## config.mk

```make
export PLATFORM = sky130hd
export DESIGN_NAME = mm_ram
export DESIGN_NICKNAME = d
export VERILOG_FILES = /design/src/design/mm_pkg.sv /design/src/design/mm_ram.sv
export SDC_FILE = /design/constraint.sdc
export NUM_CORES = 2
export LEC_CHECK = 0
export BUFFER_PORTS_ARGS = -buffer_cell sky130_fd_sc_hd__buf_2
export CAP_MARGIN = 5
export CORE_MARGIN = 2
export CORE_UTILIZATION = 30
export CTS_CLUSTER_SIZE = 20
export DETAILED_ROUTE_END_ITERATION = 6
export MAX_ROUTING_LAYER = met4
export PLACE_DENSITY = 0.51
export SLEW_MARGIN = 10
export SYNTH_ARGS = -nofsm -noshare
export SYNTH_HDL_FRONTEND = slang
export SYNTH_SLANG_ARGS = --single-unit
```

## constraint.sdc

```tcl
create_clock -name clk_i -period 4.9 [get_ports clk_i]
set_clock_uncertainty 0.15 [all_clocks]
set_input_delay 0.245 -clock clk_i [delete_from_list [all_inputs] [get_ports clk_i]]
set_output_delay 0.245 -clock clk_i [all_outputs]
set_load 0.05 [all_outputs]
```

## src/design/mm_pkg.sv

```systemverilog
package mm_pkg;

  // Default sizing of the block.
  localparam int DEFAULT_MAX_DIM    = 8;
  localparam int DEFAULT_ELEM_WIDTH = 32;

  // Fixed formats of the ports and the configuration registers.
  localparam int DATA_W    = 32;
  localparam int FRAC_BITS = 16;
  localparam int CFG_W     = 4;
  localparam int PADDR_W   = 4;

  localparam logic [CFG_W-1:0] CFG_RESET = CFG_W'(8);

  // Register indexes, taken from paddr[3:2].
  localparam logic [1:0] REG_ROWS_A    = 2'd0;
  localparam logic [1:0] REG_INNER_DIM = 2'd1;
  localparam logic [1:0] REG_COLS_B    = 2'd2;

  // Sequencer states.
  typedef enum logic {
    ST_LOAD,
    ST_RUN
  } mm_state_e;

  // Tag that travels with each issued pair of store reads.
  typedef struct packed {
    logic valid;
    logic last_k;
    logic last_all;
  } mm_tag_t;

endpackage

```

## src/design/mm_ram.sv

```systemverilog
module mm_ram import mm_pkg::*; #(
  parameter int DEPTH = DEFAULT_MAX_DIM * DEFAULT_MAX_DIM,
  parameter int WIDTH = DEFAULT_ELEM_WIDTH
) (
  input  logic                     clk_i,
  input  logic                     we_i,
  input  logic [$clog2(DEPTH)-1:0] waddr_i,
  input  logic [WIDTH-1:0]         wdata_i,
  input  logic                     re_i,
  input  logic [$clog2(DEPTH)-1:0] raddr_i,
  output logic [WIDTH-1:0]         rdata_o
);

  logic [WIDTH-1:0] mem_q [DEPTH];
  logic [WIDTH-1:0] rdata_q;

  // One write port and one registered read port.
  always_ff @(posedge clk_i) begin
    if (we_i) begin
      mem_q[waddr_i] <= wdata_i;
    end
    if (re_i) begin
      rdata_q <= mem_q[raddr_i];
    end
  end

  assign rdata_o = rdata_q;

endmodule

```

==> reports/results.tsv <==
metric	value	unit
clk_path_buf_depth	3	
slew_headroom	14.97	%
met1_length	95260	microns
yosysUniqueCellTypes	33	
p_per_area	406.7	nW/um^2
r2r_slack	2.18	ns
drt_pass1_iterations	5	
endpoint_kind	flip-flop	
syn2layout_area_growth	16.81	%
grt.overflow.total	0	
startpoint_type	input port	
wl_per_cell	30.56	microns
cts_max_level	4	
num_vias	37366	
seq_area	62460	sq um
synth.top_cell.area_share	79.23	%
cts_resized	0	
drt_wl_total	225600	microns
worstMarginPinSlew	1.275	ns
cts_tree	done	
final_antenna_net_count	0	
p_leak	28.22	nW
path_max_fanout	20	
rsz0062_at_grt	false	
vdd_ir_drop_max	309.6	uV
arrival	3.68	ns
highest_layer	met4	
ys_seq_area_share	79.23	%
setup_viol	0	
track_usage	17.39	%
cts_root_buf	clkbuf_16	
die_y	516.6	microns
die_w	516.6	microns
status	complete, no violations	
layout-drive-gt1-share	30.49	%
maxCapViolations	0	
final_core_util	35.17	%
ys.warnings.count	0	
postSynthAreaPerCell	23.72	sq um
grt_max_degree	65	
drt_iter0_drc	4309	
critPathRequiredTime	5.36	ns
clk_latency	0.87	ns
final_nets	3728	
gp_routability_congestion	0.7761	
clock-sinks	2080	
row_count	188	
worst_hold_path_type	input port to flip-flop	
io_buffers	78	
ys_ff_latch	2080	
core	261800	sq um
multi_input_area	15970	sq um
slew_viol_final	0	
grt_pass1_wl	313400	microns
synth.top_cells.by_area	edfxtp_1 (79%), mux4_2 (16%), mux2i_1 (1.2%)	
path_clk_slew	0.06	ns
yosysTopAreaCell	edfxtp_1	
wl_met3	14850	microns
hold_viol	0	
start_util	30.11	%
crit_type	input port to flip-flop	
dp_hpwl	128900	microns
cts_buffers	208	
min_period_over_period	65.70	%
vias_per_cell	5.062	
setup_tns	0	ns
finalCriticalPeriod	3.219	ns
num_io_pins	79	
netlist_instances	3324	
syn_area	78840	sq um
dr_wl_met2	111100	microns
grt_pass1_vias	38109	
layout_common_cells	edfxtp_1 (2080), mux4_2 (544), clkbuf_16 (211)	
syn-num-nets	3371	
max_freq	310.6	MHz
drc_errors	0	
final_common_cell	edfxtp_1	
die-area	266900	sq um
antenna_found_initial	20	
nFillCells	24043	
## cell families (layout without fill, tap and decap cells)
logic type	count (synthesis)	count (layout)	synth area share, %
DFF	2080	2080	79.23
muxes	637	637	16.72
and+or+nand+nor	223	223	1.260
AOI/OAI and AO/OA	202	202	1.666
buffers and inverters	182	718	1.124
other	0	6	0
## layer usage
layer	GRT usage [%]	up-vias
met3	2.657	260
met1	23.45	20683
met2	27.84	1365
met4	3.944	0
met5	-	-
li1	-	15058
## synthesized netlist by cell type
master	number
a41o_1	4
buf_4	25
nor2b_1	15
nand4b_1	1
mux4_2	544
clkbuf_1	74
buf_2	57
nor2_1	137
and2_1	2
or2_1	1
or2_2	1
or3b_1	2
nand3_1	5
a22oi_1	12
a21oi_1	62
mux2i_1	93
a31oi_1	1
nand3b_1	5
o221ai_1	27
nand2_1	26
a311oi_1	8
or2_0	1
and3_1	4
buf_1	21
nor3_1	7
buf_6	5
o22ai_1	84
or3_1	3
or3b_2	3
nand4_1	2
nand2b_1	8
o32ai_1	4
edfxtp_1	2080
## state kept, by name, indices dropped and copies added, names as in the netlist
| register | flops |
|---|---|
| rdata_o | 32 |
| mem_q | 2048 |
## timing repair
action                                  4_1_cts  5_1_grt
hold endpoints to repair                   1926        0
hold buffers                                 38        0
endpoints found under the setup margin        0        0
setup buffers                                 0        0
## critical path, stage by stage
cell and delay (ns):
dlygate4sd3_1 0.52, buf_2 0.55, buf_4 0.55, or2_1 0.85
buf_4 0.39, a311oi_1 0.08, nor3_1 0.44
## worst paths after layout
kind | end | cells past startpoint | from
setup / recovery | rdata_o[17] | 7 | raddr_i[4]
setup reg to reg | rdata_o[31] | 4 | mem_q[63][31]
hold reg to reg | rdata_o[8] | 4 | mem_q[12][8]
hold / removal | rdata_o[20] | 1 | re_i
## cell type report
type,count,share of cell area [%]
multi-input combinational,1062,17.34
timing repair buffer,329,2.848
clock buffer,268,5.966
sequential,2080,67.83
antenna,6,0.01630
tap,3515,4.776
clock inverter,121,1.230
## per-stage QoR
stage	cells	cell area (sq um)	power, mW	worst slack, ns	hold WS [ns]
finish	7381	92090	37.46	1.681	0.06096
detailed placement	6948	85070	22.29	0.8356	0.6379
global route	7379	92080	38.54	1.710	0.02373
floorplan	3324	78840	21.20	1.345	0.1939
global placement	6947	85060	22.28	0.5515	0.6473
CTS	7375	92070	37.79	1.698	0.01182
## power breakdown
part	internal (mW)	switching, mW	leakage [nW]
combinational	0.712	1.37	6.30
sequential	19.7	0.0751	18.7
clock	8.73	6.83	3.19
Note: power is estimated with default switching activity, not from simulation.
