$ cat src/design/mm_pkg.sv
package mm_pkg;

  // Default sizing of the block.
  localparam int DEFAULT_MAX_DIM    = 8;
  localparam int DEFAULT_ELEM_WIDTH = 32;

  // Fixed formats of the ports and the configuration registers.
  localparam int DATA_W    = 32;
  localparam int FRAC_BITS = 16;
  localparam int CFG_W     = 4;
  localparam int PADDR_W   = 4;

  localparam logic [CFG_W-1:0] CFG_RESET = CFG_W'(8);

  // Register indexes, taken from paddr[3:2].
  localparam logic [1:0] REG_ROWS_A    = 2'd0;
  localparam logic [1:0] REG_INNER_DIM = 2'd1;
  localparam logic [1:0] REG_COLS_B    = 2'd2;

  // Sequencer states.
  typedef enum logic {
    ST_LOAD,
    ST_RUN
  } mm_state_e;

  // Tag that travels with each issued pair of store reads.
  typedef struct packed {
    logic valid;
    logic last_k;
    logic last_all;
  } mm_tag_t;

endpackage

$ cat src/design/mm_mac.sv
module mm_mac import mm_pkg::*; #(
  parameter int MAX_DIM    = DEFAULT_MAX_DIM,
  parameter int ELEM_WIDTH = DEFAULT_ELEM_WIDTH
) (
  input  logic                         clk_i,
  input  logic                         rst_ni,
  input  logic                         advance_i,
  input  mm_tag_t                      issue_i,
  input  logic [ELEM_WIDTH-1:0]        a_data_i,
  input  logic [ELEM_WIDTH-1:0]        b_data_i,
  output logic                         res_valid_o,
  output logic                         res_last_o,
  output logic signed [ELEM_WIDTH-1:0] res_data_o
);

  localparam int EW    = ELEM_WIDTH;
  localparam int ACC_W = 2 * EW + $clog2(MAX_DIM) + 1;

  localparam logic signed [ACC_W-1:0] SAT_MAX = {{(ACC_W-EW+1){1'b0}}, {(EW-1){1'b1}}};
  localparam logic signed [ACC_W-1:0] SAT_MIN = {{(ACC_W-EW+1){1'b1}}, {(EW-1){1'b0}}};

  mm_tag_t                  tag1_q, tag2_q;
  logic signed [2*EW-1:0]   prod_d, prod_q;
  logic signed [ACC_W-1:0]  acc_q, acc_d;
  logic signed [ACC_W-1:0]  sum, shifted;

  // Exact product of the two store reads.
  assign prod_d = signed'(a_data_i) * signed'(b_data_i);

  // Full-width running sum; floor to the fraction format by arithmetic shift.
  assign sum     = acc_q + ACC_W'(prod_q);
  assign shifted = sum >>> FRAC_BITS;

  always_comb begin
    acc_d = acc_q;
    if (tag2_q.valid) begin
      acc_d = tag2_q.last_k ? '0 : sum;
    end
  end

  // Saturate to the element range.
  always_comb begin
    if (shifted > SAT_MAX) begin
      res_data_o = SAT_MAX[EW-1:0];
    end else if (shifted < SAT_MIN) begin
      res_data_o = SAT_MIN[EW-1:0];
    end else begin
      res_data_o = shifted[EW-1:0];
    end
  end

  assign res_valid_o = tag2_q.valid && tag2_q.last_k;
  assign res_last_o  = tag2_q.last_all;

  // Control tags and the accumulator; the whole pipe holds while frozen.
  always_ff @(posedge clk_i or negedge rst_ni) begin
    if (!rst_ni) begin
      tag1_q <= '0;
      tag2_q <= '0;
      acc_q  <= '0;
    end else if (advance_i) begin
      tag1_q <= issue_i;
      tag2_q <= tag1_q;
      acc_q  <= acc_d;
    end
  end

  // Product register.
  always_ff @(posedge clk_i) begin
    if (advance_i) begin
      prod_q <= prod_d;
    end
  end

endmodule

$ cat config.mk
export PLATFORM = sky130hd
export DESIGN_NAME = mm_mac
export DESIGN_NICKNAME = d
export VERILOG_FILES = /design/src/design/mm_pkg.sv /design/src/design/mm_mac.sv
export SDC_FILE = /design/constraint.sdc
export NUM_CORES = 2
export LEC_CHECK = 0
export ABC_AREA = 1
export BUFFER_PORTS_ARGS = -buffer_cell sky130_fd_sc_hd__buf_2
export CAP_MARGIN = 5
export CORE_MARGIN = 5
export CORE_UTILIZATION = 45
export DETAILED_ROUTE_END_ITERATION = 10
export GPL_TIMING_DRIVEN = 0
export PLACE_DENSITY = 0.69
export SLEW_MARGIN = 30
export SYNTH_ARGS = -nofsm -noshare
export SYNTH_HDL_FRONTEND = slang
export SYNTH_SLANG_ARGS = --single-unit
$ cat constraint.sdc
create_clock -name clk_i -period 5.9 [get_ports clk_i]
set_clock_uncertainty 0.2 [all_clocks]
set_input_delay 1.18 -clock clk_i [delete_from_list [all_inputs] [get_ports clk_i]]
set_output_delay 1.18 -clock clk_i [all_outputs]
set_load 0.01 [all_outputs]
==> impl_results.md <==
* First-pass DRT Iterations at 7
* Final Hold Vio Count at 0
* Final Setup Violations at 54
* Placed cells at 7672
* Seq cells post-synth at 138
* Mapped Nets at 7578
* Req. time, crit path at around 6 ns
* # fillers at between 9000 and 10000
* Top cell type's share of synthesized area at 0.452
* CP max FO at 6
* WS Path Type: in -> reg
* WL met1 at slightly above 70000 microns
* Crit path arrival time at between 8 and 9 ns
* Clk buf depth at 2
* Core Area at 106000 sq um
* RSZ-0062 raised after global routing: true
* Final slew viol count at 0
* H-tree levels at 4
* CTS Sinks at about 140
* Die H at around 340 microns
* FFs w/ async S/R, synth at 0.536
* Post-synth EDFFs at 64
* Max transition margin at 0.417
* Initial antenna violation count at 4
* Iter 0 DRT Violations at between 4000 and 5000
* DR top layer: met5
* Synthesis Warnings at 0
* Count leader, synth: inv_1
* CTS tree: yes
* Pin count of the biggest net entering global routing at 52
* Post-layout util at 0.566
* Synth unique cells at between 40 and 50
* Synthesis-to-layout area growth at 24.6%
* Setup ws final at -2.15 ns
* Vias in the first global route at between 40000 and 50000
* CP peak stage delay at ~0.65 ns
* Crit path launch type: input port
* Reg clk slew, reported paths at roughly 0.06 ns
* Crit share post-route at 1.37
* Share of layout cells above drive strength 1 at 0.178
* CP most frequent cell: fa_1
* Min-Delay Path Class: reg -> reg
* Post-synth top cells: 1837 x inv_1, 1788 x nand2_1, 1083 x fa_1, 251 x ha_1, 220 x nor2_1
* I/O pin count at 104
* CTS Hold Bufs at 0
* Nets at approximately 8000
* Syn Std Cell Area at approximately 48000 sq um
* Cells after synthesis at 6174
* Total CTS buffers at 17
* Min Tclk post-route at between 8 and 9 ns
* WL met3 at about 22000 microns
* Failing checks: negative setup slack
* First-pass GRT wire length at approximately 290000 microns
* Post-Syn Area per Cell at between 7 and 8 sq um
* FMAX at about 120 MHz
* Root Buffer: clkbuf_16
* Routed wire length at between 150000 and 200000 microns
* Die ar. at about 110000 sq um
* Post-detailed-placement half-perimeter wirelength at between 150000 and 200000 microns
* Final ANT Viol Nets at 0
* Met2 WL at roughly 88000 microns
* Hold slack at 0.289 ns
* Seq/Total Area, Yosys at 0.0788
* Post-Layout Cell Count at 7977
* Port Buffers at 103
* Total GRT Usage at 0.348
* Critical path buffer and inverter count at 6
* Largest cells by area after synthesis: fa_1 45%, inv_1 14%, nand2_1 14%, ha_1 6.6%, edfxtp_1 4.0%
* Die Wd at around 340 microns
* Crit end category: register
* Initial Util at 0.454
* Wire length per cell at 24.8 microns
* CP top delay family: adder cells
* RD Place Congestion at between 1 and 1.5
* Via Count at 42900
* Main synth FF type: dfrtp_1
* Core Rows at 119
* Leading area contributor after synthesis: fa_1
* Number of max-cap violations at 0
* Clk_lat worst skew at around 0.47 ns
* Residual DRC at 0
* Slew at the pin with the worst max-slew slack at 0.874 ns
* Status: complete, but fails checks
* Crit-path slowest cell: fa_2
* Vias per std cell at 5.37
* Total grt overflow at 0
per-layer routing:
metal	track usage	vias to the layer above
li1	-	18300
met1	0.429	21300
met2	0.550	2517
met3	0.0933	721
met4	0.212	4
met5	0	-
cells in the final DEF (no fill, tap or decap), types with 75 or more instances in the layout:
master,netlist,final
a21oi_1,146,96
buf_4,0,199
buf_6,6,75
clkbuf_16,0,124
fa_1,1083,984
fa_2,0,99
ha_1,251,189
inv_1,1837,1767
nand2_1,1788,1691
nor2_1,220,179
o21ai_0,120,91
stage by stage:
stage | TNS, ns | setup WS (ns) | instance area, sq um
global route | -88.67 | -2.27 | 59700
CTS | -75.51 | -2.01 | 57700
finish | -82.40 | -2.15 | 59700
floorplan | -68.56 | -2.12 | 49400
detailed placement | -150.14 | -3.86 | 51800
global placement | -150.35 | -3.95 | 51700
worst reg2reg max path, delay by kind of cell (launching register included):
| kind | cells | cell delay, ns |
|---|---|---|
| AOI/OAI and AO/OA | 4 | 1.05 |
| adders and majority gates | 2 | 0.76 |
| and+or+nand+nor | 6 | 0.73 |
| DFF | 1 | 0.36 |
| xor gates and xnor gates | 1 | 0.17 |
| buffers and inverters | 1 | 0.08 |
registers in the layout (all words and copies together), names as in the netlist:
signal      flops
res_last_o      1
tag2_q          2
prod_q         64
tag1_q          3
acc_q          68
final timing paths:
kind / startpoint / end / slack [ns] / depth (start not counted)
max: a_data_i[25] / prod_q[63] / -2.15 / 27
min: acc_q[4] / acc_q[4] / 0.29 / 2
max reg2reg: acc_q[0] / acc_q[46] / 2.43 / 14
min reg2reg: acc_q[4] / acc_q[4] / 0.29 / 2
max in group asynchronous: rst_ni / acc_q[41] / 4.51 / 2
min in group asynchronous: rst_ni / tag1_q[0] / 0.41 / 1
cell families after synthesis:
family | share of synthesized area
xor+xnor | 0.0204
buf+inv | 0.162
fa+ha+maj | 0.518
compound gates | 0.0411
simple gates | 0.180
flops | 0.0788
what timing repair did:
action                     CTS  global route
pin swaps                  200           204
gates cloned                 5             3
resized for setup          835           306
setup buffers              163           105
setup endpoints to repair   55            55
final cells by class:
type,count,area [sq um],area share
buffer,212,3770,0.0632
tap,1391,1740,0.0292
clock inverter,13,119,0.00199
sequential,138,3770,0.0632
multi-input combinational,3984,39200,0.656
antenna,3,7.51,0.000126
clock buffer,19,433,0.00725
timing repair buffer,377,3730,0.0624
inverter,1840,6950,0.116
Power is not shown: default switching activity piles up to over one toggle a cycle in this logic, so the estimate is an artifact.
