### src/design/mm_pkg.sv
package mm_pkg;

  // Default sizing of the block.
  localparam int DEFAULT_MAX_DIM    = 8;
  localparam int DEFAULT_ELEM_WIDTH = 32;

  // Fixed formats of the ports and the configuration registers.
  localparam int DATA_W    = 32;
  localparam int FRAC_BITS = 16;
  localparam int CFG_W     = 4;
  localparam int PADDR_W   = 4;

  localparam logic [CFG_W-1:0] CFG_RESET = CFG_W'(8);

  // Register indexes, taken from paddr[3:2].
  localparam logic [1:0] REG_ROWS_A    = 2'd0;
  localparam logic [1:0] REG_INNER_DIM = 2'd1;
  localparam logic [1:0] REG_COLS_B    = 2'd2;

  // Sequencer states.
  typedef enum logic {
    ST_LOAD,
    ST_RUN
  } mm_state_e;

  // Tag that travels with each issued pair of store reads.
  typedef struct packed {
    logic valid;
    logic last_k;
    logic last_all;
  } mm_tag_t;

endpackage

### src/design/mm_seq.sv
module mm_seq import mm_pkg::*; #(
  parameter int MAX_DIM = DEFAULT_MAX_DIM
) (
  input  logic                                 clk_i,
  input  logic                                 rst_ni,
  input  logic [$clog2(MAX_DIM+1)-1:0]         nr_i,
  input  logic [$clog2(MAX_DIM+1)-1:0]         nk_i,
  input  logic [$clog2(MAX_DIM+1)-1:0]         nc_i,
  input  logic                                 in_beat_i,
  input  logic                                 in_action_i,
  input  logic                                 advance_i,
  output logic                                 in_ready_o,
  output logic                                 a_we_o,
  output logic [$clog2(MAX_DIM*MAX_DIM)-1:0]   a_waddr_o,
  output logic                                 b_we_o,
  output logic [$clog2(MAX_DIM*MAX_DIM)-1:0]   b_waddr_o,
  output logic [$clog2(MAX_DIM*MAX_DIM)-1:0]   a_raddr_o,
  output logic [$clog2(MAX_DIM*MAX_DIM)-1:0]   b_raddr_o,
  output mm_tag_t                              issue_o
);

  localparam int DEPTH  = MAX_DIM * MAX_DIM;
  localparam int ADDR_W = $clog2(DEPTH);
  localparam int CNT_W  = $clog2(DEPTH + 1);
  localparam int DIM_W  = $clog2(MAX_DIM + 1);
  localparam int IDX_W  = $clog2(MAX_DIM);

  mm_state_e state_q, state_d;

  logic [CNT_W-1:0]   a_cnt_q, a_cnt_d;
  logic [CNT_W-1:0]   b_cnt_q, b_cnt_d;
  logic [IDX_W-1:0]   k_q, k_d, j_q, j_d, i_q, i_d;
  logic [ADDR_W-1:0]  ia_q, ia_d, ra_q, ra_d, ib_q, ib_d;

  logic [2*DIM_W-1:0] a_prod, b_prod;
  logic [CNT_W-1:0]   a_size, b_size;
  logic [CNT_W-1:0]   b_idx, b_next;
  logic               b_done;
  logic               last_k, last_j, last_i;
  logic               issue_valid;

  // Matrix sizes in elements.
  assign a_prod = nr_i * nk_i;
  assign b_prod = nk_i * nc_i;
  assign a_size = CNT_W'(a_prod);
  assign b_size = CNT_W'(b_prod);

  // B loading restarts at index zero when the count already reached or passed the size.
  assign b_idx  = (b_cnt_q >= b_size) ? '0 : b_cnt_q;
  assign b_next = b_idx + 1'b1;
  assign b_done = in_beat_i && in_action_i && (b_next == b_size);

  assign last_k = (k_q == IDX_W'(nk_i - 1'b1));
  assign last_j = (j_q == IDX_W'(nc_i - 1'b1));
  assign last_i = (i_q == IDX_W'(nr_i - 1'b1));

  // Next state.
  always_comb begin
    state_d = state_q;
    case (state_q)
      ST_LOAD: begin
        if (b_done) begin
          state_d = ST_RUN;
        end
      end
      ST_RUN: begin
        if (advance_i && last_k && last_j && last_i) begin
          state_d = ST_LOAD;
        end
      end
      default: state_d = ST_LOAD;
    endcase
  end

  // State outputs.
  always_comb begin
    in_ready_o  = 1'b0;
    issue_valid = 1'b0;
    case (state_q)
      ST_LOAD: in_ready_o  = 1'b1;
      ST_RUN:  issue_valid = 1'b1;
      default: in_ready_o  = 1'b0;
    endcase
  end

  // Store writes and the element counts.
  always_comb begin
    a_cnt_d = a_cnt_q;
    b_cnt_d = b_cnt_q;
    a_we_o  = 1'b0;
    b_we_o  = 1'b0;
    if (in_beat_i && !in_action_i && (a_cnt_q < a_size)) begin
      a_we_o  = 1'b1;
      a_cnt_d = a_cnt_q + 1'b1;
    end
    if (in_beat_i && in_action_i) begin
      b_we_o  = 1'b1;
      b_cnt_d = b_done ? '0 : b_next;
      if (b_done) begin
        a_cnt_d = '0;
      end
    end
  end

  assign a_waddr_o = a_cnt_q[ADDR_W-1:0];
  assign b_waddr_o = b_idx[ADDR_W-1:0];

  // Walk i, j and k; A and B addresses follow by adds only.
  always_comb begin
    k_d  = k_q;
    j_d  = j_q;
    i_d  = i_q;
    ia_d = ia_q;
    ra_d = ra_q;
    ib_d = ib_q;
    if (b_done) begin
      k_d  = '0;
      j_d  = '0;
      i_d  = '0;
      ia_d = '0;
      ra_d = '0;
      ib_d = '0;
    end else if (issue_valid && advance_i) begin
      if (!last_k) begin
        k_d  = k_q + 1'b1;
        ia_d = ia_q + 1'b1;
        ib_d = ib_q + ADDR_W'(nc_i);
      end else if (!last_j) begin
        k_d  = '0;
        j_d  = j_q + 1'b1;
        ia_d = ra_q;
        ib_d = ADDR_W'(j_q) + 1'b1;
      end else begin
        k_d  = '0;
        j_d  = '0;
        i_d  = i_q + 1'b1;
        ra_d = ra_q + ADDR_W'(nk_i);
        ia_d = ra_q + ADDR_W'(nk_i);
        ib_d = '0;
      end
    end
  end

  always_ff @(posedge clk_i or negedge rst_ni) begin
    if (!rst_ni) begin
      state_q <= ST_LOAD;
      a_cnt_q <= '0;
      b_cnt_q <= '0;
      k_q     <= '0;
      j_q     <= '0;
      i_q     <= '0;
      ia_q    <= '0;
      ra_q    <= '0;
      ib_q    <= '0;
    end else begin
      state_q <= state_d;
      a_cnt_q <= a_cnt_d;
      b_cnt_q <= b_cnt_d;
      k_q     <= k_d;
      j_q     <= j_d;
      i_q     <= i_d;
      ia_q    <= ia_d;
      ra_q    <= ra_d;
      ib_q    <= ib_d;
    end
  end

  assign a_raddr_o        = ia_q;
  assign b_raddr_o        = ib_q;
  assign issue_o.valid    = issue_valid;
  assign issue_o.last_k   = last_k;
  assign issue_o.last_all = issue_valid && last_k && last_j && last_i;

endmodule

### config.mk
export PLATFORM = sky130hd
export DESIGN_NAME = mm_seq
export DESIGN_NICKNAME = d
export VERILOG_FILES = /design/src/design/mm_pkg.sv /design/src/design/mm_seq.sv
export SDC_FILE = /design/constraint.sdc
export NUM_CORES = 1
export LEC_CHECK = 0
export BUFFER_PORTS_ARGS = -buffer_cell sky130_fd_sc_hd__buf_2
export CORE_ASPECT_RATIO = 1.4
export CORE_MARGIN = 8
export CORE_UTILIZATION = 25
export CTS_CLUSTER_SIZE = 20
export DETAILED_ROUTE_END_ITERATION = 7
export SETUP_SLACK_MARGIN = 0.15
export SLEW_MARGIN = 10
export SYNTH_ARGS = -nofsm -noshare
export SYNTH_HDL_FRONTEND = slang
export SYNTH_SLANG_ARGS = --single-unit
### constraint.sdc
create_clock -name clk_i -period 4.6 [get_ports clk_i]
set_input_delay 0.23 -clock clk_i [delete_from_list [all_inputs] [get_ports clk_i]]
set_output_delay 0.23 -clock clk_i [all_outputs]
set_load 0.01 [all_outputs]
==> results.md, run 1 <==
* Maximum resistive drop on vdd at 0.165 mV
* Clock skew after layout at approximately 7.7 ps
* Final Total Pwr at 0.00234 W
* Register-to-register path setup slack at roughly 1100 ps
* Max Freq at ~210 MHz
* Antenna fix cells at 0
* Sum Neg Setup Slack at -7120 ps
* Final weighted congestion in routability-driven placement at 0.875
* IO buf count at 46
* Run status: complete, but fails checks
* Congestion Overflow GR at 0
* Per-cell via count in the routed design at a little under 5
* CP endpoint kind: flop
* Number of hold buffers added after cts at 0
* Count of vias placed by the detailed router at roughly 3400
* Synthesis Warnings at 0
* Initial standard-cell utilization of the core at 0.253
* GRT Util Overall at 0.113
* H-Tree Level Count at 2
* Detail Placement HPWL at just under 9000 µm
* Most used flip-flop cell after synthesis: dfrtp_1
* Clock insertion delay at the later pin of the skew report at between 200 and 300 ps
* Critical-path maximum fanout at 13
* End-of-flow core utilization at 0.314
* Worst setup timing slack at the placement stage at -578 ps
* CTS Root Buffer Type: clkbuf_16
* Number of primary I/O pins at 47
* Data arrival, critical path at just over 5000 ps
* FFs w/ async S/R, synth at 1.00
* Number of CTS-inserted buffers at 5
* Dpl cell area at around 4600 µm²
* Total nets after synthesis at 519
* Core region area at ~15000 µm²
* Count of distinct cell types in the synthesized netlist at 53
* Synthesis-to-layout area growth at 23.9%
* Number of iterations in the first detailed-routing pass at 4
* Unrepaired setup endpoints after global routing: true
* Mean instance size in the synthesized netlist at a little under 9 µm²
* Proportion of layout cells with a drive suffix above 1 at 0.217
* Post-route cell area at ~4800 µm²
* Crit path time final at a little under 5000 ps
* Count of final max-slew check failures at 0
* Post-route setup slack at -245 ps
* Die outline height at between 150 and 200 µm
* Final routed wirelength across all metal layers at ~11000 µm
* Die Footprint at roughly 20000 µm²
* Chip Width at 122 µm
* Count of flip-flops with a built-in enable after synthesis at 0
* Global-route wire length before repair at between 15000 and 20000 µm
* Final clock period utilization by the worst path at 1.05
* Routed length per instance at ~15 µm
* Sequential-to-total area share from yosys stat at 0.269
* Synthesized instance count at approximately 440
* Largest net degree at the start of global routing at 43
* Violations in the final reports: negative setup slack
* Max clock buf depth at 2
* Remaining routing DRC violations at 0
* Power Density at 485 nW/µm²
* CTS tree: yes
* Number of global-route vias before repair at approximately 3800
* Number of antenna violations at the first check in global routing at 0
* Classification of the worst setup path: in2reg
* Clock Pin Slew Worst Setup and Hold Paths at around 60 ps
* Cell types with the highest counts after synthesis: 50 x ha_1, 50 x nor2_1, 42 x dfrtp_1, 39 x nand2_1, 27 x a21oi_1
* Count of state elements after synthesis at between 40 and 50
* # setup viols final at 42
* Share of the synthesized area in the top cell type at 0.269
* Mapped Area at 3900 µm²
* Net count of the finished layout at 588
* Worst setup SP type: input pin
* Worst Max-Slew Pin Slew at between 1000 and 1500 ps
* Worst path required time at between 4000 and 5000 ps
* Synth area leaders: dfrtp_1 27%, ha_1 16%, xnor2_1 5.2%, xor2_1 5.2%, fa_1 5.1%
* Leakage power at ~2.4 nW
* Number of standard-cell rows in the floorplan at between 50 and 60
* Antenna viol nets, final at 0
* CTS Sinks at 42
* Fill cell instance count of the final layout at between 1500 and 2000
* Count of endpoints failing hold in the final timing report at 0
* Number of maximum-capacitance violations at 0
* Library cell occupying the most area in the post-synthesis netlist: dfrtp_1
* First-iteration detailed-routing DRC count at approximately 150
* Path type of the worst min-delay path: in2async
* Relative slew margins at 0.330
metrics by stage:
step	hold WS (ps)	cells
2_1_floorplan	-65.6	442
3_3_place_gp	432	698
3_5_place_dp	431	698
4_1_cts	126	707
5_1_grt	141	708
6_report	110	708
cells in the final DEF (no fill, tap or decap), types with 3 or more instances in the layout:
cell type,instances
dfrtp_1,42
a211oi_1,8
a21o_1,12
nand3_1,14
o22ai_1,4
and2_1,17
xnor2_1,22
ha_1,49
fa_1,9
clkbuf_16,5
a21oi_1,24
nor3_1,7
buf_4,34
inv_1,25
a31oi_1,4
and2_4,4
o21ai_0,10
a21oi_2,3
o211ai_1,4
buf_2,42
nand4_1,3
buf_12,3
nor2_1,48
mux2i_1,6
xor2_1,23
nand2_1,39
metal layers:
| metal | vias to the layer above | GRT usage | wire length [µm] |
|---|---|---|---|
| met5 | - | 0 | 0 |
| met4 | 0 | 0.0355 | 172 |
| met3 | 13 | 0.0189 | 270 |
| met2 | 55 | 0.225 | 6130 |
| met1 | 1680 | 0.115 | 4260 |
| li1 | 1665 | - | - |
final timing paths:
check | startpoint | endpoint | depth (start not counted)
worst max-delay path | nc_i[2] | state_q$_DFF_PN0_ | 23
worst min-delay path | rst_ni | a_cnt_q[1]$_DFF_PN0_ | 1
worst max register to register | b_cnt_q[4]$_DFFE_PN0P_ | state_q$_DFF_PN0_ | 15
worst min register to register | b_raddr_o[5]$_DFFE_PN0P_ | b_raddr_o[5]$_DFFE_PN0P_ | 2
max in group asynchronous | rst_ni | b_raddr_o[0]$_DFFE_PN0P_ | 1
min in group clk_i | advance_i | state_q$_DFF_PN0_ | 2
worst max-delay path, stage by stage:
cell       delay [ps]
buf_8             100
and2_4            150
fa_1              550
fa_1              460
ha_1              290
a21o_1            170
a21oi_2           130
xor2_1            230
ha_1              280
o21a_1            200
a21oi_2           160
o21a_1            170
and2_4            170
ha_4              140
nand3_4            80
or3_4             380
a2111oi_4         320
o221ai_2          160
nor4_4            200
buf_12            190
buf_12            130
nor2_1             50
a21oi_1           110
cell type report:
type                       count  area, µm²  area share
inverter                      27        101      0.0210
tap                          196        245      0.0507
clock buffer                   6        129      0.0266
timing repair buffer          82        563       0.116
multi-input combinational    353       2710       0.560
sequential                    42       1050       0.217
clock inverter                 2       37.5     0.00776
registers in the layout (all words and copies together) (netlist names):
register,cells
a_cnt_q,7
b_cnt_q,7
a_raddr_o,6
b_raddr_o,6
ra_q,6
i_q,3
j_q,3
k_q,3
state_q,1
cells by family (layout without fill, tap and decap cells):
logic type	count (synthesis)	in the layout	synth area share
and+or+nand+nor	151	151	0.187
AOI/OAI and AO/OA	89	89	0.154
adders and majority gates	60	60	0.212
xor gates and xnor gates	46	46	0.103
muxes	7	7	0.0183
DFF	42	42	0.269
buffers and inverters	47	117	0.0567
timing repair:
action | CTS | global route
resized for setup | 8 | 1
hold endpoints to repair | 0 | 0
endpoints found under the setup margin | 42 | 42
buffers inserted | 1 | 1
where the power goes:
part / switching, W / internal [W] / leakage [nW]
Sequential: 0.000172 / 0.000490 / 0.542
Clock: 0.000160 / 0.000257 / 0.0771
Combinational: 0.000690 / 0.000574 / 1.74
Total: 0.00102 / 0.00132 / 2.36
No activity file was read; power rests on OpenSTA's default activity.
==> run 2: changes to the inputs <==
--- a/config.mk
+++ b/config.mk
@@ -5,12 +5,14 @@
 export SDC_FILE = /design/constraint.sdc
 export NUM_CORES = 1
 export LEC_CHECK = 0
-export BUFFER_PORTS_ARGS = -buffer_cell sky130_fd_sc_hd__buf_2
+export ABC_CLOCK_PERIOD_IN_PS = 4600
 export CORE_ASPECT_RATIO = 1.4
 export CORE_MARGIN = 8
 export CORE_UTILIZATION = 25
+export CTS_CLUSTER_DIAMETER = 100
 export CTS_CLUSTER_SIZE = 20
 export DETAILED_ROUTE_END_ITERATION = 7
+export DONT_BUFFER_PORTS = 1
 export SETUP_SLACK_MARGIN = 0.15
 export SLEW_MARGIN = 10
 export SYNTH_ARGS = -nofsm -noshare
==> run 2 against run 1 <==
Against the previous run:
- the flow still finishes with violations (negative setup slack)
- register-to-register slack barely moved
- routed wire length fell by 1.9%
- highest routed layer unchanged
- utilization fell by 0.76 points
- global-route usage fell by 0.82 points
==> results.md, run 2 (same netlist as run 1, synthesis figures left out) <==
* Unrepaired setup endpoints after global routing: true (unchanged)
* Final weighted congestion in routability-driven placement at 0.828 (was 0.875)
* Congestion Overflow GR at 0 (unchanged)
* Relative slew margins at 0.485 (was 0.330)
* CTS Sinks at 42 (unchanged)
* Critical Path, Cell by Cell: and2_4 > fa_1 > fa_1 > ha_1 > a21o_1 > a21oi_2 > xor2_1 > ha_1 > o21a_1 > a21oi_2 > o21a_1 > and2_4 > ha_4 > nand3_4 > or3_4 > buf_4 > nand3b_1 > a21boi_2 > o221ai_2 > nor4_4 > buf_4 > buf_12 > a211o_1 > o21ai_1 (was buf_8 > and2_4 > fa_1 > fa_1 > ha_1 > a21o_1 > a21oi_2 > xor2_1 > ha_1 > o21a_1 > a21oi_2 > o21a_1 > and2_4 > ha_4 > nand3_4 > or3_4 > a2111oi_4 > o221ai_2 > nor4_4 > buf_12 > buf_12 > nor2_1 > a21oi_1)
* Core region area at 15400 µm² (unchanged)
* Total net switching power at 0.00103 W (was 0.00102 W)
* Number of iterations in the first detailed-routing pass at 5 (was 4)
* Largest net degree at the start of global routing at 43 (unchanged)
* Crit path time final at 4640 ps (was 4840 ps)
* Master of the slowest instance on the critical path: fa_1 (unchanged)
* Most common cell after layout, fill and taps aside: ha_1 (unchanged)
* Startpoint of the lowest-slack register-to-register path: b_cnt_q[4]$_DFFE_PN0P_ (unchanged)
* Layout Cells excl Fill at 663 (was 708)
* H-Tree Level Count at 2 (unchanged)
* Initial standard-cell utilization of the core at 0.253 (unchanged)
* Most frequent cells in the layout: 49 x ha_1, 42 x dfrtp_1, 40 x nor2_1 (was 49 x ha_1, 48 x nor2_1, 42 x dfrtp_1, 42 x buf_2, 39 x nand2_1)
* Per-cell via count in the routed design at 4.95 (was 4.82)
* Count of endpoints failing hold in the final timing report at 0 (unchanged)
* Cell Count Post-Placement at 643 (was 698)
* Worst Max-Slew Pin Slew at 766 ps (was 1000 ps)
* Reg-to-Reg End: b_cnt_q[3]$_DFFE_PN0P_ (was state_q$_DFF_PN0_)
* Number of standard-cell rows in the floorplan at 54 (unchanged)
* Number of maximum-capacitance violations at 0 (unchanged)
* Data arrival, critical path at 4850 ps (was 5060 ps)
* Path type of the worst min-delay path: in2reg (was in2async)
* CTS Root Buffer Type: clkbuf_16 (unchanged)
* Net count of the finished layout at 543 (was 588)
* Count of vias placed by the detailed router at 3284 (was 3413)
* CP peak stage delay at 560 ps (was 550 ps)
* IO buf count at 0 (was 46)
* Detail Placement HPWL at 8110 µm (was 8740 µm)
* End of the critical path: b_cnt_q[3]$_DFFE_PN0P_ (was state_q$_DFF_PN0_)
* Die outline height at 164 µm (unchanged)
* Number of antenna violations at the first check in global routing at 0 (unchanged)
* Leakage power at 2.18 nW (was 2.36 nW)
* Portion of total power attributed to the clock network at 0.167 (was 0.178)
* Number of CTS-inserted buffers at 5 (unchanged)
* Number of global-route vias before repair at 3321 (was 3761)
* Antenna fix cells at 0 (unchanged)
* CTS tree: yes (unchanged)
* Chip Width at 122 µm (unchanged)
* Classification of the worst setup path: in2reg (unchanged)
* Run status: complete, but fails checks (unchanged)
* First-iteration detailed-routing DRC count at 145 (unchanged)
* Antenna viol nets, final at 0 (unchanged)
* Proportion of power drawn by flip-flops and latches at 0.316 (was 0.283)
* Cell-internal power at 0.00124 W (was 0.00132 W)
* Clock insertion delay at the later pin of the skew report at 300 ps (was 290 ps)
* Power Density at 481 nW/µm² (was 485 nW/µm²)
* Clock skew after layout at 17.4 ps (was 7.65 ps)
* Register-to-Register Path Depth at 17 (was 15)
* Proportion of layout cells with a drive suffix above 1 at 0.176 (was 0.217)
* Final routed wirelength across all metal layers at 10600 µm (was 10800 µm)
* Routed length per instance at 16.0 µm (was 15.3 µm)
* Worst path required time at 4810 ps (about the same)
* Count of final max-slew check failures at 0 (unchanged)
* GRT Util Overall at 0.105 (was 0.113)
* Register-to-register path setup slack at 1120 ps (about the same)
* Number of primary I/O pins at 47 (unchanged)
* Die Footprint at 19900 µm² (unchanged)
* Maximum resistive drop on vdd at 0.152 mV (was 0.165 mV)
* Post-route setup slack at -41.4 ps (was -245 ps)
* Proportion of total power due to net switching at 0.453 (was 0.436)
* Largest registers ranked by flip-flop count: a_cnt_q (7), b_cnt_q (7) (unchanged)
* Critical-path maximum fanout at 13 (unchanged)
* Max Freq at 215 MHz (was 206 MHz)
* Startpoint of the worst setup timing path: nc_i[2] (unchanged)
* Violations in the final reports: negative setup slack (unchanged)
* Gate power share at 0.518 (was 0.539)
* Final Total Pwr at 0.00227 W (was 0.00234 W)
* Remaining routing DRC violations at 0 (unchanged)
* Synthesis-to-layout area growth at 20.9% (was 23.9%)
* Clock Pin Slew Worst Setup and Hold Paths at 80 ps (was 60 ps)
* Global-route wire length before repair at 16700 µm (was 18200 µm)
* Max clock buf depth at 2 (unchanged)
* Worst setup SP type: input pin (unchanged)
* # setup viols final at 15 (was 42)
* Final clock period utilization by the worst path at 1.01 (was 1.05)
* CP endpoint kind: flop (unchanged)
## run 2: cell types whose count changed in the layout (fill, tap and decap cells not counted), sizes merged
cell / delta
bufinv: -1
inv: +2
dlygate4sd3: +2
buf: -48
## run 2: final cells by class
cell class              count  area (µm²)
fillers                  1619       10700
multi-input cells         353        2810
flip-flops and latches     42        1050
repair buffers             37         357
well taps                 196         245
clock buffers               5         125
inverters                  27         101
clock inverters             3        27.5
## run 2: stage by stage
| stage | hold slack (ps) | worst slack [ps] | utilization | instance area (µm²) | TNS, ps |
|---|---|---|---|---|---|
| floorplan | -65.6 | -478 | - | 4000 | -17960 |
| global placement | -62.6 | -257 | 0.280 | 4310 | -8540 |
| detailed placement | -63.3 | -386 | 0.280 | 4310 | -13270 |
| CTS | 1.37 | -6.40 | 0.296 | 4570 | -6.40 |
| global route | 296 | -271 | 0.306 | 4720 | -9070 |
| finish | 276 | -41.4 | 0.306 | 4720 | -196 |
## run 2: timing repair
item	4_1_cts	5_1_grt
hold buffers	2	1
buffers inserted	3	4
gates cloned	0	2
hold endpoints to repair	42	1
setup endpoints to repair	42	42
resized for setup	12	16
pin swaps	0	5
## run 2: how the worst min path moves through the flow
stage               slack (ps)              endpoint  cells after the start      start
finish                     280   ra_q[0]$_DFFE_PN0P_                      3    nk_i[0]
global route               300   ra_q[0]$_DFFE_PN0P_                      3    nk_i[0]
CTS                          1     state_q$_DFF_PN0_                      1  advance_i
detailed placement         -60  a_cnt_q[4]$_DFF_PN0_                      0     rst_ni
global placement           -60  a_cnt_q[3]$_DFF_PN0_                      0     rst_ni
floorplan                  -70  a_cnt_q[0]$_DFF_PN0_                      0     rst_ni
## run 2: power groups by stage
stage	Clock, W	Sequential, W	Combinational [W]
global route	0.000405	0.000740	0.00132
finish	0.000378	0.000716	0.00117
CTS	0.000392	0.000721	0.00114
detailed placement	0	0.000728	0.00108
global placement	0	0.000724	0.00105
floorplan	0	0.000636	0.000897
## run 2: worst max-delay path, delay by kind of cell
| kind | cells | cell delay [ps] |
|---|---|---|
| compound gates | 9 | 1370 |
| xor+xnor | 1 | 200 |
| simple gates | 6 | 890 |
| buf+inv | 3 | 440 |
| fa+ha+maj | 5 | 1720 |
## run 2: layer usage
metal	global-route usage	share of wire	routed length [µm]	vias up
li1	-	-	-	1581
met2	0.207	0.56	6010	62
met1	0.101	0.36	3870	1628
met4	0.0349	0.017	186	0
met5	0	0	0	-
met3	0.0279	0.053	568	13
==> run 3: changes to the inputs <==
--- a/config.mk
+++ b/config.mk
@@ -5,6 +5,7 @@
 export SDC_FILE = /design/constraint.sdc
 export NUM_CORES = 1
 export LEC_CHECK = 0
+export ABC_AREA = 1
 export ABC_CLOCK_PERIOD_IN_PS = 4600
 export CORE_ASPECT_RATIO = 1.4
 export CORE_MARGIN = 8
==> run 3 against run 2 <==
Against the previous run:
- the flow now finishes without violations
- worst hold slack worse by 250 ps
- utilization down 1.5 points
- die area up 12%
- clock power up 13%
- worst setup slack better by 380 ps
- global-route usage up 0.71 points
- critical endpoint is now ra_q[5]$_DFFE_PN0P_
- largest cell class unchanged
==> results.md, run 3 <==
* CP endpoint kind: flop (unchanged)
* Synth area leaders: dfrtp_1 24%, ha_1 14%, nand2_1 13%, inv_1 7.9%, nand3_1 6.0% (was dfrtp_1 27%, ha_1 16%, xnor2_1 5.2%, xor2_1 5.2%, fa_1 5.1%)
* Post-route setup slack at 335 ps (was -41.4 ps)
* Worst Max-Slew Pin Slew at 800 ps (was 766 ps)
* FFs w/ async S/R, synth at 1.00 (unchanged)
* Register-to-register path setup slack at 1640 ps (was 1120 ps)
* Register-to-Register Path Depth at 16 (was 17)
* Routed length per instance at 14.6 µm (was 16.0 µm)
* Layout Cells excl Fill at 841 (was 663)
* Fill cell instance count of the final layout at 1862 (was 1619)
* Crit path time final at 4260 ps (was 4640 ps)
* Number of primary I/O pins at 47 (unchanged)
* Final routed wirelength across all metal layers at 12300 µm (was 10600 µm)
* H-Tree Level Count at 2 (unchanged)
* Sum Neg Setup Slack at 0 ps (was -196 ps)
* Die Footprint at 22200 µm² (was 19900 µm²)
* Sequential-to-total area share from yosys stat at 0.238 (was 0.269)
* Per-cell via count in the routed design at 4.57 (was 4.95)
* Proportion of layout cells with a drive suffix above 1 at 0.134 (was 0.176)
* Library cell occupying the most area in the post-synthesis netlist: dfrtp_1 (unchanged)
* Synthesized instance count at 596 (was 442)
* Largest net degree at the start of global routing at 43 (unchanged)
* Relative slew margins at 0.465 (was 0.485)
* Run status: finished, final reports clean (was complete, but fails checks)
* Largest registers ranked by flip-flop count: a_cnt_q (7), b_cnt_q (7) (unchanged)
* Worst path buffer plus inverter count at 4 (was 3)
* Final weighted congestion in routability-driven placement at 0.852 (was 0.828)
* Net count of the finished layout at 681 (was 543)
* First-iteration detailed-routing DRC count at 145 (unchanged)
* Count of final max-slew check failures at 0 (unchanged)
* Classification of the worst setup path: in2reg (unchanged)
* Dominant cell type by count on the critical path: nand2_1
* Clock insertion delay at the later pin of the skew report at 300 ps (about the same)
* Largest delay contributor family on the critical path: adder cells (unchanged)
* Power Density at 512 nW/µm² (was 481 nW/µm²)
* Clock Pin Slew Worst Setup and Hold Paths at 70 ps (was 80 ps)
* Master of the slowest instance on the critical path: fa_1 (unchanged)
* Count of distinct cell types in the synthesized netlist at 42 (was 53)
* Most common cell in the netlist: nand2_1
* Number of antenna violations at the first check in global routing at 0 (unchanged)
* Unrepaired setup endpoints after global routing: true (unchanged)
* Synthesis Warnings at 0 (unchanged)
* Detail Placement HPWL at 9600 µm (was 8110 µm)
* Count of vias placed by the detailed router at 3846 (was 3284)
* Synthesis-to-layout area growth at 14.4% (was 20.9%)
* Maximum resistive drop on vdd at 0.163 mV (was 0.152 mV)
* GRT Util Overall at 0.112 (was 0.105)
* CTS tree: yes (unchanged)
* Number of global-route vias before repair at 3899 (was 3321)
* Die outline height at 173 µm (was 164 µm)
* Remaining routing DRC violations at 0 (unchanged)
* Antenna fix cells at 0 (unchanged)
* Share of the synthesized area in the top cell type at 0.238 (was 0.269)
* Worst setup SP type: input pin (unchanged)
* Chip Width at 128 µm (was 122 µm)
* # setup viols final at 0 (was 15)
* Path type of the worst min-delay path: in2reg (unchanged)
* Dpl cell area at 4730 µm² (was 4310 µm²)
* Number of maximum-capacitance violations at 0 (unchanged)
* Mean instance size in the synthesized netlist at 7.40 µm² (was 8.83 µm²)
* IO buf count at 0 (unchanged)
* Initial standard-cell utilization of the core at 0.255 (was 0.253)
* Post-route cell area at 5040 µm² (was 4720 µm²)
* Worst path required time at 4780 ps (was 4810 ps)
* Hold path cells at 1 (was 3)
* Final Total Pwr at 0.00258 W (was 0.00227 W)
* Area of all sequential standard cells at 1050 µm² (unchanged)
* Number of CTS-inserted buffers at 5 (unchanged)
* Core region area at 17300 µm² (was 15400 µm²)
* Count of flip-flops with a built-in enable after synthesis at 0 (unchanged)
* Clock skew after layout at 6.30 ps (was 17.4 ps)
* Critical-path maximum fanout at 12 (was 13)
* Final clock period utilization by the worst path at 0.927 (was 1.01)
* Mapped Area at 4410 µm² (was 3900 µm²)
* Leakage power at 2.68 nW (was 2.18 nW)
* CP Depth at 25 (was 24)
* Max Freq at 234 MHz (was 215 MHz)
* Data arrival, critical path at 4450 ps (was 4850 ps)
* Number of standard-cell rows in the floorplan at 57 (was 54)
* Most common cell after layout, fill and taps aside: nand2_1 (was ha_1)
* Area taken by multi-input logic gates at 2910 µm² (was 2810 µm²)
* Count of endpoints failing hold in the final timing report at 0 (unchanged)
* Most frequent cells in the layout: 144 x nand2_1, 90 x inv_1, 52 x nand3_1 (was 49 x ha_1, 42 x dfrtp_1, 40 x nor2_1)
* Total nets after synthesis at 673 (was 519)
* CTS Sinks at 42 (unchanged)
* Cell Count Post-Placement at 825 (was 643)
* CP peak stage delay at 540 ps (was 560 ps)
* Worst setup timing slack at the placement stage at -126 ps (was -386 ps)
* Global-route wire length before repair at 19900 µm (was 16700 µm)
* Number of iterations in the first detailed-routing pass at 4 (was 5)
* Count of state elements after synthesis at 42 (unchanged)
* CTS Root Buffer Type: clkbuf_16 (unchanged)
* Congestion Overflow GR at 0 (unchanged)
* Antenna viol nets, final at 0 (unchanged)
* Cell types with the highest counts after synthesis: 149 x nand2_1, 93 x inv_1, 53 x nand3_1, 50 x ha_1, 42 x dfrtp_1 (was 50 x ha_1, 50 x nor2_1, 42 x dfrtp_1, 39 x nand2_1, 27 x a21oi_1)
* Max clock buf depth at 2 (unchanged)
* Most used flip-flop cell after synthesis: dfrtp_1 (unchanged)
## run 3: logic make-up after synthesis
group / count (synthesis) / share of synthesized area
compound gates: 72 / 0.109
xor+xnor: 34 / 0.0675
fa+ha+maj: 60 / 0.187
buf+inv: 122 / 0.119
flops: 42 / 0.238
mux: 1 / 0.00227
simple gates: 265 / 0.277
## run 3: repair_timing
item | in CTS | in global routing
setup endpoints to repair | 0 | 41
gates resized for setup | 0 | 15
hold endpoints to repair | 42 | 0
buffers inserted | 0 | 5
hold buffers | 2 | 0
## run 3: worst reg2reg max path: stages, from the launching register on
cell	delay, ps
dfrtp_1	470
ha_1	350
a21oi_1	150
nand2_1	90
nand2_2	150
nand3_4	110
inv_4	80
ha_4	200
xnor2_2	150
nand2_1	110
nor2_2	170
nand3_2	100
nor2_4	130
nand4_4	210
buf_6	250
o211ai_2	70
nand2_1	80
## run 3: path summary, 6_finish.rpt
| kind | startpoint | end |
|---|---|---|
| worst min-delay path | advance_i | state_q$_DFF_PN0_ |
| min in group asynchronous | rst_ni | a_raddr_o[3]$_DFFE_PN0P_ |
| max in group asynchronous | rst_ni | a_cnt_q[5]$_DFF_PN0_ |
| worst min register to register | ra_q[3]$_DFFE_PN0P_ | ra_q[3]$_DFFE_PN0P_ |
| worst max-delay path | nc_i[2] | ra_q[5]$_DFFE_PN0P_ |
| worst max register to register | b_cnt_q[2]$_DFFE_PN0P_ | ra_q[5]$_DFFE_PN0P_ |
## run 3: per-layer routing
layer | global-route usage | up-vias | part of all wire
met1 | 0.119 | 1831 | 0.40
met3 | 0.0268 | 22 | 0.050
met2 | 0.210 | 62 | 0.53
li1 | - | 1931 | -
met5 | 0 | - | 0
met4 | 0.0333 | 0 | 0.017
## run 3: metrics by stage
step,hold slack [ps],utilization
floorplan,-65.6,-
global placement,-63.4,0.273
detailed placement,-63.3,0.273
CTS,22.5,0.285
global route,15.6,0.291
finish,30.6,0.291
## run 3: power by group
part / internal, W / switching [W] / leakage (nW)
Clock: 0.000257 / 0.000169 / 0.0771
Sequential: 0.000514 / 0.000273 / 0.529
Combinational: 0.000584 / 0.000788 / 2.07
## run 3: cell type report
| type | count | area share |
|---|---|---|
| Clock buffer | 6 | 0.0255 |
| Inverter | 97 | 0.0732 |
| Timing Repair Buffer | 26 | 0.0496 |
| Clock inverter | 2 | 0.00744 |
| Tap cell | 236 | 0.0585 |
| Multi-Input combinational cell | 432 | 0.577 |
| Sequential cell | 42 | 0.208 |
